### config.mk
export PLATFORM = sky130hd
export DESIGN_NAME = crc16_frame_receiver_top
export DESIGN_NICKNAME = d
export VERILOG_FILES = /design/src/rtl/core/crcfr_pkg.sv /design/src/rtl/core/crcfr_ctrl.sv /design/src/rtl/core/crcfr_dp.sv /design/src/rtl/core/crc16_frame_receiver_top.sv
export SDC_FILE = /design/constraint.sdc
export NUM_CORES = 1
export LEC_CHECK = 0
export ABC_AREA = 1
export BUFFER_PORTS_ARGS = -buffer_cell sky130_fd_sc_hd__clkbuf_2
export CAP_MARGIN = 30
export CORE_AREA = 2 2 295 297
export CTS_CLUSTER_DIAMETER = 40
export DETAILED_ROUTE_END_ITERATION = 10
export DIE_AREA = 0 0 297 299
export GPL_TIMING_DRIVEN = 0
export HOLD_SLACK_MARGIN = 0.12
export PLACE_DENSITY = 0.56
export SETUP_SLACK_MARGIN = 0.4
export SLEW_MARGIN = 20
export SYNTH_ARGS = -nofsm -noshare
export SYNTH_HDL_FRONTEND = slang
export SYNTH_SLANG_ARGS = --single-unit
### constraint.sdc
create_clock -name clk -period 5.4 [get_ports clk]
set_input_delay 0.27 -clock clk [delete_from_list [all_inputs] [get_ports clk]]
set_output_delay 0.27 -clock clk [all_outputs]
set_load 0.02 [all_outputs]
### src/rtl/core/crcfr_pkg.sv
// ----------------------------------------------------------------------------
// CRC-16 frame receiver package
// Shared constants, result event codes and the command and status bundles
// that join the receiver controller to its datapath.
// ----------------------------------------------------------------------------
package crcfr_pkg;

    // Default largest payload, in bytes, that a frame may carry.
    localparam int MAX_PAYLOAD_DEF = 32;

    // Field widths fixed by the link format.
    localparam int BYTE_W   = 8;
    localparam int LEN_W    = 6;
    localparam int COUNT_W  = 32;
    localparam int CRC_W    = 16;
    localparam int EVENT_W  = 3;
    localparam int CFG_IDX_W = 4;

    // CRC-16/CCITT-FALSE constants.
    localparam logic [CRC_W-1:0] CRC_POLY = 16'h1021;
    localparam logic [CRC_W-1:0] CRC_INIT = 16'hFFFF;

    // Sync byte reset values.
    localparam logic [BYTE_W-1:0] SYNC_FIRST_RST  = 8'hA5;
    localparam logic [BYTE_W-1:0] SYNC_SECOND_RST = 8'h5A;

    // Configuration register indexes.
    localparam logic [CFG_IDX_W-1:0] REG_SYNC_FIRST  = 4'd0;
    localparam logic [CFG_IDX_W-1:0] REG_SYNC_SECOND = 4'd1;

    // Result event codes.
    typedef enum logic [EVENT_W-1:0] {
        EV_NONE    = 3'd0,
        EV_HEADER  = 3'd1,
        EV_PAYLOAD = 3'd2,
        EV_CRC_ERR = 3'd3,
        EV_OVERRUN = 3'd4
    } crcfr_event_t;

    // Commands from the controller to the datapath.
    typedef struct packed {
        logic         load_byte;
        logic         store_len_lo;
        logic         store_len;
        logic         store_type;
        logic         store_payload;
        logic         crc_shift;
        logic         store_crc_lo;
        logic         inc_ok;
        logic         inc_crc_err;
        logic         inc_overrun;
        logic         clear_idx;
        logic         rd_issue;
        logic         out_load;
        crcfr_event_t out_event;
        logic         out_last;
    } crcfr_cmd_t;

    // Status from the datapath to the controller.
    typedef struct packed {
        logic is_sync_first;
        logic is_sync_second;
        logic len_too_big;
        logic len_zero;
        logic payload_done;
        logic crc_match;
        logic pay_last;
        logic slot_free;
    } crcfr_stat_t;

endpackage

### src/rtl/core/crcfr_ctrl.sv
// ----------------------------------------------------------------------------
// CRC-16 frame receiver controller
// Tracks the frame parse phase and sequences each received word through
// decode, the bit-serial CRC update and the emission of its results.
// ----------------------------------------------------------------------------
module crcfr_ctrl
(
    input  logic                 clk,
    input  logic                 rst_n,
    input  logic                 in_valid,
    output logic                 in_stall,
    input  crcfr_pkg::crcfr_stat_t stat,
    output crcfr_pkg::crcfr_cmd_t  cmd
);

    typedef enum logic [2:0] {
        S_IDLE,
        S_DECODE,
        S_CRC,
        S_EMIT,
        S_READ,
        S_PAY
    } state_t;

    typedef enum logic [2:0] {
        PH_SYNC0,
        PH_SYNC1,
        PH_LEN0,
        PH_LEN1,
        PH_TYPE,
        PH_PAYLOAD,
        PH_CRC0,
        PH_CRC1
    } phase_t;

    state_t                  state_reg, state_next;
    phase_t                  phase_reg, phase_next;
    logic [2:0]              bit_cnt_reg, bit_cnt_next;
    crcfr_pkg::crcfr_event_t ev_reg, ev_next;
    logic                    last_reg, last_next;

    // A new word is taken only between items.
    assign in_stall = (state_reg != S_IDLE);

    // Next state and command decode.
    always_comb
    begin
        state_next   = state_reg;
        phase_next   = phase_reg;
        bit_cnt_next = bit_cnt_reg;
        ev_next      = ev_reg;
        last_next    = last_reg;
        cmd          = '0;
        cmd.out_event = crcfr_pkg::EV_NONE;

        case (state_reg)
            S_IDLE:
            begin
                if (in_valid)
                begin
                    cmd.load_byte = 1'b1;
                    state_next    = S_DECODE;
                end
            end

            S_DECODE:
            begin
                ev_next    = crcfr_pkg::EV_NONE;
                last_next  = 1'b1;
                state_next = S_EMIT;
                case (phase_reg)
                    PH_SYNC0:
                    begin
                        if (stat.is_sync_first)
                        begin
                            phase_next = PH_SYNC1;
                        end
                    end
                    PH_SYNC1:
                    begin
                        // A match on the second sync byte wins over the first.
                        if (stat.is_sync_second)
                        begin
                            phase_next = PH_LEN0;
                        end
                        else if (!stat.is_sync_first)
                        begin
                            phase_next = PH_SYNC0;
                        end
                    end
                    PH_LEN0:
                    begin
                        cmd.store_len_lo = 1'b1;
                        phase_next       = PH_LEN1;
                    end
                    PH_LEN1:
                    begin
                        if (stat.len_too_big)
                        begin
                            cmd.inc_overrun = 1'b1;
                            ev_next         = crcfr_pkg::EV_OVERRUN;
                            phase_next      = PH_SYNC0;
                        end
                        else
                        begin
                            cmd.store_len = 1'b1;
                            phase_next    = PH_TYPE;
                        end
                    end
                    PH_TYPE:
                    begin
                        cmd.store_type = 1'b1;
                        phase_next     = stat.len_zero ? PH_CRC0 : PH_PAYLOAD;
                        bit_cnt_next   = '0;
                        state_next     = S_CRC;
                    end
                    PH_PAYLOAD:
                    begin
                        cmd.store_payload = 1'b1;
                        if (stat.payload_done)
                        begin
                            phase_next = PH_CRC0;
                        end
                        bit_cnt_next = '0;
                        state_next   = S_CRC;
                    end
                    PH_CRC0:
                    begin
                        cmd.store_crc_lo = 1'b1;
                        phase_next       = PH_CRC1;
                    end
                    PH_CRC1:
                    begin
                        cmd.clear_idx = 1'b1;
                        phase_next    = PH_SYNC0;
                        if (stat.crc_match)
                        begin
                            cmd.inc_ok = 1'b1;
                            ev_next    = crcfr_pkg::EV_HEADER;
                            last_next  = stat.len_zero;
                        end
                        else
                        begin
                            cmd.inc_crc_err = 1'b1;
                            ev_next         = crcfr_pkg::EV_CRC_ERR;
                        end
                    end
                    default:
                    begin
                        phase_next = PH_SYNC0;
                    end
                endcase
            end

            // One CRC bit per cycle, eight bits per word.
            S_CRC:
            begin
                cmd.crc_shift = 1'b1;
                bit_cnt_next  = bit_cnt_reg + 3'd1;
                if (bit_cnt_reg == 3'd7)
                begin
                    state_next = S_EMIT;
                end
            end

            // Single result, or the header of a good frame.
            S_EMIT:
            begin
                if (stat.slot_free)
                begin
                    cmd.out_load  = 1'b1;
                    cmd.out_event = ev_reg;
                    cmd.out_last  = last_reg;
                    if (ev_reg == crcfr_pkg::EV_HEADER && !last_reg)
                    begin
                        state_next = S_READ;
                    end
                    else
                    begin
                        state_next = S_IDLE;
                    end
                end
            end

            S_READ:
            begin
                cmd.rd_issue = 1'b1;
                state_next   = S_PAY;
            end

            // Payload results, one buffer read each.
            S_PAY:
            begin
                if (stat.slot_free)
                begin
                    cmd.out_load  = 1'b1;
                    cmd.out_event = crcfr_pkg::EV_PAYLOAD;
                    cmd.out_last  = stat.pay_last;
                    state_next    = stat.pay_last ? S_IDLE : S_READ;
                end
            end

            default:
            begin
                state_next = S_IDLE;
            end
        endcase
    end

    // State and registered outputs.
    always_ff @(posedge clk or negedge rst_n)
    begin
        if (!rst_n)
        begin
            state_reg   <= S_IDLE;
            phase_reg   <= PH_SYNC0;
            bit_cnt_reg <= '0;
            ev_reg      <= crcfr_pkg::EV_NONE;
            last_reg    <= 1'b1;
        end
        else
        begin
            state_reg   <= state_next;
            phase_reg   <= phase_next;
            bit_cnt_reg <= bit_cnt_next;
            ev_reg      <= ev_next;
            last_reg    <= last_next;
        end
    end

    // A result is only loaded into a free output slot.
    a_load_free: assert property (@(posedge clk) disable iff (!rst_n)
        cmd.out_load |-> stat.slot_free)
        else $error("result loaded into occupied output slot");

    // The CRC loop only runs after a type or payload word.
    a_crc_phase: assert property (@(posedge clk) disable iff (!rst_n)
        (state_reg == S_CRC) |-> (phase_reg == PH_PAYLOAD || phase_reg == PH_CRC0))
        else $error("CRC update outside type or payload");

    // An accepted word is decoded in the next cycle.
    a_accept_decode: assert property (@(posedge clk) disable iff (!rst_n)
        (in_valid && !in_stall) |=> (state_reg == S_DECODE))
        else $error("accepted word not decoded");

endmodule

### src/rtl/core/crcfr_dp.sv
// ----------------------------------------------------------------------------
// CRC-16 frame receiver datapath
// Holds the sync registers, frame fields, running CRC, payload buffer,
// frame counters and the output result register.
// ----------------------------------------------------------------------------
module crcfr_dp
#(
    parameter int MAX_PAYLOAD = crcfr_pkg::MAX_PAYLOAD_DEF
)
(
    input  logic                                clk,
    input  logic                                rst_n,
    input  logic                                cfg_we,
    input  logic [crcfr_pkg::CFG_IDX_W-1:0]     cfg_index,
    input  logic [crcfr_pkg::BYTE_W-1:0]        cfg_wdata,
    input  logic [crcfr_pkg::BYTE_W-1:0]        rx_byte,
    input  logic                                out_stall,
    output logic                                out_valid,
    output logic [crcfr_pkg::EVENT_W-1:0]       event_res,
    output logic [crcfr_pkg::BYTE_W-1:0]        msg_type,
    output logic [crcfr_pkg::LEN_W-1:0]         frame_len,
    output logic [crcfr_pkg::BYTE_W-1:0]        data_byte,
    output logic                                last,
    output logic [crcfr_pkg::COUNT_W-1:0]       frames_ok_count,
    output logic [crcfr_pkg::COUNT_W-1:0]       crc_error_count,
    output logic [crcfr_pkg::COUNT_W-1:0]       overrun_count,
    input  crcfr_pkg::crcfr_cmd_t               cmd,
    output crcfr_pkg::crcfr_stat_t              stat
);

    localparam int AddrW = (MAX_PAYLOAD > 1) ? $clog2(MAX_PAYLOAD) : 1;
    localparam int BW = crcfr_pkg::BYTE_W;
    localparam int LW = crcfr_pkg::LEN_W;
    localparam int CW = crcfr_pkg::COUNT_W;

    logic [BW-1:0] sync_first_reg, sync_second_reg;
    logic [BW-1:0] byte_reg;
    logic [BW-1:0] len_lo_reg;
    logic [LW-1:0] len_reg;
    logic [LW-1:0] cnt_reg;
    logic [LW-1:0] idx_reg;
    logic [BW-1:0] type_reg;
    logic [BW-1:0] crc_lo_reg;
    logic [crcfr_pkg::CRC_W-1:0] crc_reg;
    logic [CW-1:0] ok_cnt_reg, err_cnt_reg, ovr_cnt_reg;
    logic [BW-1:0] rd_data_reg;
    logic [BW-1:0] store_mem [MAX_PAYLOAD];

    logic                  out_valid_reg;
    logic [crcfr_pkg::EVENT_W-1:0] out_event_reg;
    logic [BW-1:0]         out_type_reg;
    logic [LW-1:0]         out_len_reg;
    logic [BW-1:0]         out_data_reg;
    logic                  out_last_reg;
    logic [CW-1:0]         out_ok_reg, out_err_reg, out_ovr_reg;

    logic                  reported;

    // Status for the controller.
    assign stat.is_sync_first  = (byte_reg == sync_first_reg);
    assign stat.is_sync_second = (byte_reg == sync_second_reg);
    assign stat.len_too_big    = ({byte_reg, len_lo_reg} > (2*BW)'(MAX_PAYLOAD));
    assign stat.len_zero       = (len_reg == '0);
    assign stat.payload_done   = ((cnt_reg + LW'(1)) >= len_reg);
    assign stat.crc_match      = ({byte_reg, crc_lo_reg} == crc_reg);
    assign stat.pay_last       = (idx_reg == len_reg);
    assign stat.slot_free      = !out_valid_reg || !out_stall;

    // Configuration registers.
    always_ff @(posedge clk or negedge rst_n)
    begin
        if (!rst_n)
        begin
            sync_first_reg  <= crcfr_pkg::SYNC_FIRST_RST;
            sync_second_reg <= crcfr_pkg::SYNC_SECOND_RST;
        end
        else if (cfg_we)
        begin
            if (cfg_index == crcfr_pkg::REG_SYNC_FIRST)
            begin
                sync_first_reg <= cfg_wdata;
            end
            else if (cfg_index == crcfr_pkg::REG_SYNC_SECOND)
            begin
                sync_second_reg <= cfg_wdata;
            end
        end
    end

    // Frame fields, buffer pointers and the running CRC.
    always_ff @(posedge clk or negedge rst_n)
    begin
        if (!rst_n)
        begin
            len_lo_reg <= '0;
            len_reg    <= '0;
            cnt_reg    <= '0;
            idx_reg    <= '0;
            type_reg   <= '0;
            crc_lo_reg <= '0;
            crc_reg    <= crcfr_pkg::CRC_INIT;
        end
        else
        begin
            if (cmd.store_len_lo)
            begin
                len_lo_reg <= byte_reg;
            end
            if (cmd.store_len)
            begin
                len_reg <= len_lo_reg[LW-1:0];
            end
            if (cmd.store_type)
            begin
                type_reg <= byte_reg;
                cnt_reg  <= '0;
                crc_reg  <= crcfr_pkg::CRC_INIT ^ {byte_reg, 8'h00};
            end
            if (cmd.store_payload)
            begin
                cnt_reg <= cnt_reg + LW'(1);
                crc_reg <= crc_reg ^ {byte_reg, 8'h00};
            end
            if (cmd.crc_shift)
            begin
                crc_reg <= crc_reg[15] ? ({crc_reg[14:0], 1'b0} ^ crcfr_pkg::CRC_POLY)
                                       : {crc_reg[14:0], 1'b0};
            end
            if (cmd.store_crc_lo)
            begin
                crc_lo_reg <= byte_reg;
            end
            if (cmd.clear_idx)
            begin
                idx_reg <= '0;
            end
            else if (cmd.rd_issue)
            begin
                idx_reg <= idx_reg + LW'(1);
            end
        end
    end

    // Input word and payload buffer with registered read.
    always_ff @(posedge clk)
    begin
        if (cmd.load_byte)
        begin
            byte_reg <= rx_byte;
        end
        if (cmd.store_payload)
        begin
            store_mem[cnt_reg[AddrW-1:0]] <= byte_reg;
        end
        if (cmd.rd_issue)
        begin
            rd_data_reg <= store_mem[idx_reg[AddrW-1:0]];
        end
    end

    // Frame counters.
    always_ff @(posedge clk or negedge rst_n)
    begin
        if (!rst_n)
        begin
            ok_cnt_reg  <= '0;
            err_cnt_reg <= '0;
            ovr_cnt_reg <= '0;
        end
        else
        begin
            if (cmd.inc_ok)
            begin
                ok_cnt_reg <= ok_cnt_reg + CW'(1);
            end
            if (cmd.inc_crc_err)
            begin
                err_cnt_reg <= err_cnt_reg + CW'(1);
            end
            if (cmd.inc_overrun)
            begin
                ovr_cnt_reg <= ovr_cnt_reg + CW'(1);
            end
        end
    end

    // Frame fields appear only on frame-level events.
    assign reported = (cmd.out_event == crcfr_pkg::EV_HEADER) ||
                      (cmd.out_event == crcfr_pkg::EV_PAYLOAD) ||
                      (cmd.out_event == crcfr_pkg::EV_CRC_ERR);

    // Output result register.
    always_ff @(posedge clk or negedge rst_n)
    begin
        if (!rst_n)
        begin
            out_valid_reg <= 1'b0;
        end
        else if (cmd.out_load)
        begin
            out_valid_reg <= 1'b1;
        end
        else if (!out_stall)
        begin
            out_valid_reg <= 1'b0;
        end
    end

    always_ff @(posedge clk)
    begin
        if (cmd.out_load)
        begin
            out_event_reg <= cmd.out_event;
            out_type_reg  <= reported ? type_reg : '0;
            out_len_reg   <= reported ? len_reg : '0;
            out_data_reg  <= (cmd.out_event == crcfr_pkg::EV_PAYLOAD) ? rd_data_reg : '0;
            out_last_reg  <= cmd.out_last;
            out_ok_reg    <= ok_cnt_reg;
            out_err_reg   <= err_cnt_reg;
            out_ovr_reg   <= ovr_cnt_reg;
        end
    end

    assign out_valid       = out_valid_reg;
    assign event_res       = out_event_reg;
    assign msg_type        = out_type_reg;
    assign frame_len       = out_len_reg;
    assign data_byte       = out_data_reg;
    assign last            = out_last_reg;
    assign frames_ok_count = out_ok_reg;
    assign crc_error_count = out_err_reg;
    assign overrun_count   = out_ovr_reg;

    // Payload writes stay inside the announced length.
    a_write_in_len: assert property (@(posedge clk) disable iff (!rst_n)
        cmd.store_payload |-> (cnt_reg < len_reg))
        else $error("payload write beyond frame length");

    // Buffer reads stay inside the received payload.
    a_read_in_len: assert property (@(posedge clk) disable iff (!rst_n)
        cmd.rd_issue |-> (idx_reg < len_reg))
        else $error("payload read beyond frame length");

endmodule

### src/rtl/core/crc16_frame_receiver_top.sv
// ----------------------------------------------------------------------------
// CRC-16 frame receiver
// Receives a byte stream, finds sync/length/type frames, checks their
// CRC-16/CCITT-FALSE and reports each frame, with its payload when the CRC matches.
//
//   Channel  Direction  Handshake             Payload
//   in       input      in_valid / in_stall   rx_byte
//   out      output     out_valid / out_stall event_res .. overrun_count
//   cfg      input      cfg_we                cfg_index, cfg_wdata
//
// One received word is handled at a time: each word passes decode and emit,
// and a type or payload word also passes the bit-serial CRC loop, one bit a cycle.
// A good frame then emits a header plus one result per payload byte, each
// a buffer read then an emit, paced by the single buffer read port.
// The output register frees the input side as soon as the last result is loaded;
// out_stall holds the block only while that register is full.
// Reset is asynchronous and active low; the payload buffer is not cleared.
// ----------------------------------------------------------------------------
module crc16_frame_receiver_top
#(
    parameter int MAX_PAYLOAD = crcfr_pkg::MAX_PAYLOAD_DEF
)
(
    input  logic                                clk,
    input  logic                                rst_n,
    input  logic                                cfg_we,
    input  logic [crcfr_pkg::CFG_IDX_W-1:0]     cfg_index,
    input  logic [crcfr_pkg::BYTE_W-1:0]        cfg_wdata,
    input  logic                                in_valid,
    output logic                                in_stall,
    input  logic [crcfr_pkg::BYTE_W-1:0]        rx_byte,
    output logic                                out_valid,
    input  logic                                out_stall,
    output logic [crcfr_pkg::EVENT_W-1:0]       event_res,
    output logic [crcfr_pkg::BYTE_W-1:0]        msg_type,
    output logic [crcfr_pkg::LEN_W-1:0]         frame_len,
    output logic [crcfr_pkg::BYTE_W-1:0]        data_byte,
    output logic                                last,
    output logic [crcfr_pkg::COUNT_W-1:0]       frames_ok_count,
    output logic [crcfr_pkg::COUNT_W-1:0]       crc_error_count,
    output logic [crcfr_pkg::COUNT_W-1:0]       overrun_count
);

    crcfr_pkg::crcfr_cmd_t  cmd;
    crcfr_pkg::crcfr_stat_t stat;

    // Parse and sequencing control.
    crcfr_ctrl u_ctrl
    (
        .clk      (clk),
        .rst_n    (rst_n),
        .in_valid (in_valid),
        .in_stall (in_stall),
        .stat     (stat),
        .cmd      (cmd)
    );

    // Frame storage, CRC and result datapath.
    crcfr_dp #(
        .MAX_PAYLOAD (MAX_PAYLOAD)
    ) u_dp
    (
        .clk             (clk),
        .rst_n           (rst_n),
        .cfg_we          (cfg_we),
        .cfg_index       (cfg_index),
        .cfg_wdata       (cfg_wdata),
        .rx_byte         (rx_byte),
        .out_stall       (out_stall),
        .out_valid       (out_valid),
        .event_res       (event_res),
        .msg_type        (msg_type),
        .frame_len       (frame_len),
        .data_byte       (data_byte),
        .last            (last),
        .frames_ok_count (frames_ok_count),
        .crc_error_count (crc_error_count),
        .overrun_count   (overrun_count),
        .cmd             (cmd),
        .stat            (stat)
    );

endmodule
* Word level (Yosys, flattened, before mapping)
Memories as Yosys holds them, arrays and structs flattened. A register that Yosys moved wholly into a read port is not among the register bits. Cells that the tools add are included.
Storage, ports and cells: memories kept 1, RAM bits 256, bits of input ports 25, output and inout bits 124, bits in registers 314
Memory list:
- u_dp.store_mem | depth 32, width 8, read ports 1, clocked after Yosys merged registers in 1, wr ports 1, RTL line crcfr_dp.sv:47 | logic [BW-1:0] store_mem [MAX_PAYLOAD];
Operators by class: equal/unequal tests 31, add/subtract/negate cells 6, reductions and logical operators 22, muxes and demuxes 55, bitwise logic cells 4, magnitude comparators 2
Operators by type and width (count):
- adder 32 x 1 -> 32 bit, second input constant | 3
- 2-to-1 mux 16 bit | 3
- 2-to-1 mux 3 bit | 13
- 2-to-1 mux 6 bit | 4
- case mux 3 bit (8 select lines) | 1
- 2-to-1 mux 1 bit | 22
- equality test 3 bit, second input constant | 7
- equality test 3 x 2 -> 1 bit, second input constant | 6
- case mux 3 bit (6 select lines) | 1
- equality test 16 bit | 1
- equality test 8 bit | 2
- > comparator 16 x 6 -> 1 bit, second input constant | 1
- NOT 16 bit | 1
- XOR 16 bit | 1
- 2-to-1 mux 5 bit | 3
- 2-to-1 mux 13 bit | 1
- adder 6 x 1 -> 6 bit, second input constant | 2
- equality test 3 x 1 -> 1 bit, second input constant | 4
- case mux 3 bit (2 select lines) | 2
- != test 2 bit, second input constant | 5
- case mux 5 bit (2 select lines) | 1
- AND reduction 4 bit | 2
- equality test 6 bit | 1
- greater-or-equal comparator 6 bit | 1
- other kinds (19) | 32

* Logic depth before layout (Yosys ltp)
depth in word-level cells 7, mapped depth 15, gate-level depth less buffers 15

* By module
Synthesis repeated with hierarchy kept, for this count alone.
Unflattened totals: cell total of the unflattened synthesis 2448, area, all modules 25293.0 µm²
By module, submodules not included:
- crcfr_dp | times used 1, sequential area each 16140.5 µm², cells an instance 2307, area each 24387.1 µm²
- crcfr_ctrl | times used 1, sequential area each 326.6 µm², cells an instance 141, area each 905.9 µm²

* Least setup slack after synthesis
No wires, ideal clock.
path kind register to register, start register u_dp.out_valid_reg (netlist: u_dp.out_valid), end register u_dp.out_err_reg[0] (netlist: u_dp.crc_error_count[0]) (enable), arrival 3427 ps, required time 4915 ps, library setup time 485 ps, setup slack 1487 ps, stages on the path, launching flop included 6, path through dfrtp_1 nand2_1 inv_1 nor2_1 inv_1 nand2_1
RTL lines:
- start, declared | RTL line crcfr_dp.sv:49 | logic out_valid_reg;
- start signal, assigned | RTL line crcfr_dp.sv:197 | out_valid_reg <= 1'b0;
- start signal, assigned | RTL line crcfr_dp.sv:201 | out_valid_reg <= 1'b1;
- start signal, assigned | RTL line crcfr_dp.sv:205 | out_valid_reg <= 1'b0;
- end signal, assigned | RTL line crcfr_dp.sv:219 | out_err_reg <= err_cnt_reg;
- end, declared | RTL line crcfr_dp.sv:55 | logic [CW-1:0] out_ok_reg, out_err_reg, out_ovr_reg;

* Worst setup path after layout
start register u_ctrl.state_reg[1], end memory u_dp.store_mem[11][1] (netlist name) (enable)
On the way: word-level cells in the longest chain between the ends 4
RTL lines:
- start, declared | RTL line crcfr_ctrl.sv:36 | state_t state_reg, state_next;
- start signal, assigned | RTL line crcfr_ctrl.sv:223 | state_reg <= state_next;
- equality test 3 x 1 -> 1 bit | RTL line crcfr_ctrl.sv:56 | case (state_reg)
- 2-to-1 mux 4 bit | RTL line crcfr_ctrl.sv:56
- 2-to-1 mux 1 bit | RTL line crcfr_dp.sv:151 | if (cmd.store_payload)
- 2-to-1 mux 1 bit (not written as such) | RTL line crcfr_dp.sv:153 | store_mem[cnt_reg[AddrW-1:0]] <= byte_reg;
- end, declared | RTL line crcfr_dp.sv:47
No other way between the ends.

==> impl_metrics.yaml <==
detailed_routing:
  wl_um: 69800
  via_per_inst: 4.65
  dr.pass1.iters: 5
  ant_nets: 0
  route.detailed.drc: 0
  drtIter0Drc: 1350
  wl_per_cell_um: 17.2
  via_count: 18900
clock_tree:
  cts.sinks: 578
  tritoncts: "done"
  htree_levels: 3
  cts_root_buffer: "clkbuf_16"
  cts-resized-gates: 0
  postCtsHoldBufs: 22
  clkLatencyLatePin_ps: 640
  clkSlewWorstSetupHoldPaths_ps: 60
  post-cts-setup-buffers: 0
  clockBufferDepth: 3
  cts_buffers: 91
global_routing:
  grt-ovfl-total: 0
  grt_pass1_vias: 18200
  gr-usage-all-layers_pct: 15.5
  antenna_found_initial: 0
  grt_max_degree: 77
  grt_pass1_wl_um: 107000
sta:
  worst_pin_slew_ps: 950
  skew_ps: 34.8
  timing.fmax_mhz: 340
  worst_slack_ps: 2460
  hold_viol: 0
  drv_slew: 0
  slew_headroom_pct: 36.4
  rsz0062_at_grt: "no"
  min_period_over_period_pct: 54.4
  period_minus_slack_ps: 2940
  setup_violations: 0
logic_synthesis:
  synth_cells: 2548
  ys.flop_type: "edfxtp_1"
  synthDistinctLibCells: 42
  synth-compound-area-share_pct: 6.37
  ys_warn_count: 0
  synth_mux_area_share_pct: 0
  ys_seq_area_share_pct: 64.6
  postSynthAreaPerCell_um2: 10.0
  yosysTopAreaCell: "edfxtp_1"
  syn-num-nets: 2589
  synth_fa_ha_area_share_pct: 0.785
  synth_xor_xnor_area_share_pct: 2.95
  netlist_top_cells_area: "edfxtp_1 (46%), dfrtp_1 (16%), nand2_1 (10%), nor2_1 (5.5%), o21ai_0 (3.7%)"
  synth_edf_count: 394
  synth_area_um2: 25500
  postSynth.asyncResetShare_pct: 31.8
  synth_top_family_by_area: "simple AND/OR/NAND/NOR gates"
  ys_ff_latch: 578
  yosys.area_share.simple_pct: 20.8
  synth_top_area_share_pct: 46.4
setup_path:
  cp_data_required_time_ps: 5650
  end_kind: "flop"
  max_stage_delay_ps: 870
  crit_fanout: 10
  worst_setup_path_start_kind: "flop"
  cp_data_arrival_time_ps: 3190
  regToRegStartpoint: "u_ctrl.state_reg[1]"
  r2r_cells: 6
  crit_type: "flop to flop"
  rrSetupSlack_ps: 2460
  crit_chain: "inv_2 -> nand3_4 -> nor2_4 -> buf_2 -> nand2_1 -> nor2_1"
  r2r_end: "u_dp.store_mem[11][1]"
  cp_slowest_cell: "nor2_1"
pwr:
  comb_power_share_pct: 13.4
  p_sw_mw: 3.74
  p_clk_share_pct: 44.7
  leakage_nw: 12.5
  swShare_pct: 27.9
  p_seq_share_pct: 41.9
  internal_power_mw: 9.67
  power.density_nw_per_um2: 426
  irDropWorstVdd_v: 0.000264
  p_total_mw: 13.4
place:
  place.gp.congestion: 0.900
  dpl_cell_area_um2: 28100
  dp_slack_ps: 2540
  hpwl_um: 49500
  portBuffers: 148
cells_and_area:
  area_delta_synth_final_pct: 23.3
  nFillCells: 8585
  multi_input_area_um2: 7890
  final_common_cell: "nand2_1"
  final_area_um2: 31500
  final_nets: 2870
  mostFrequentLayoutCells: "nand2_1 (690), edfxtp_1 (394), nor2_1 (376)"
  largest_register_ffs: 256
  drive_gt1_share_pct: 14.1
  seqCellArea_um2: 16500
  diodes: 0
floorplanning:
  fp.coreArea_um2: 85900
  start_util_pct: 29.7
  die_y_um: 299
  row_count: 108
  die_w_um: 297
  ios: 149
  die_area_um2: 88800
status:
  outcome: "finished, final reports clean"
hold_path:
  holdPathStages: 5
  worstHoldStart: "cfg_index[2]"
  hold_class: "primary input to flop"
  hold_end: "u_dp.sync_first_reg[1]"
run:
  maxCapViolations: 0
## worst max-delay path: cells and delay by family, from the launching register on
family                 cells  cell delay, ps
DFF                        1             440
buffers and inverters      2             420
and+or+nand+nor            4            1680
## cell usage after synthesis (all sizes together) (34+ instances only)
master / instances
nand2: 694
edfxtp: 394
nor2: 384
inv: 193
o21ai: 188
dfrtp: 159
nand3: 131
buf: 45
xor2: 45
clkbuf: 43
xnor2: 41
o211ai: 34
## metrics by stage
step | TNS, ps | hold WS [ps] | util [%] | std cells
after floorplan | 0 | -25.6 | - | 2548
after global placement | -19490 | 449 | 32.2 | 3851
after CTS | 0 | 126 | 36.6 | 4060
after global routing | 0 | 183 | 36.6 | 4060
after detailed placement | 0 | 262 | 32.6 | 3869
final | 0 | 152 | 36.6 | 4060
## logic make-up after synthesis
family | count (synthesis)
and+or+nand+nor | 1292
DFF | 578
AOI/OAI and AO/OA | 292
buffers and inverters | 284
xor gates and xnor gates | 86
adders and majority gates | 16
## worst max path at each step
| stage | end | cells past startpoint | startpoint | slack (ps) |
|---|---|---|---|---|
| final | u_dp.store_mem[11][1] | 6 | u_ctrl.state_reg[1] | 2460 |
| after detailed placement | u_dp.store_mem[11][2] | 6 | u_ctrl.state_reg[1] | 2540 |
| after CTS | u_dp.store_mem[27][7] | 6 | u_ctrl.state_reg[1] | 2540 |
| after global routing | u_dp.store_mem[26][3] | 6 | u_ctrl.state_reg[1] | 2380 |
| after global placement | u_dp.crc_error_count[20] | 5 | u_dp.out_valid | -180 |
| after floorplan | u_dp.crc_error_count[0] | 5 | u_dp.out_valid | 1490 |
## cell type report
type / instances / area share (%)
multi-input combinational: 1686 / 25.1
sequential: 578 / 52.3
tap: 1155 / 4.59
inverter: 196 / 2.34
clock inverter: 66 / 2.49
clock buffer: 103 / 7.64
buffer: 88 / 1.35
timing repair buffer: 188 / 4.17
## layer usage
metal / track usage [%] / up-vias / part of all wire [%]
met5: 0 / - / 0
met4: 4.93 / 0 / 2.3
met3: 2.97 / 122 / 6.1
met2: 24.6 / 556 / 46
met1: 21.5 / 9066 / 46
li1: - / 9130 / -
## power groups by stage
stage	combinational [mW]	clock (mW)	sequential [mW]
CTS	1.82	6.10	5.62
global route	1.96	6.30	5.67
finish	1.80	6.00	5.62
floorplan	0.665	0	6.08
detailed placement	1.80	0	5.70
global placement	1.59	0	5.87
(Power assumes the default switching activity.)
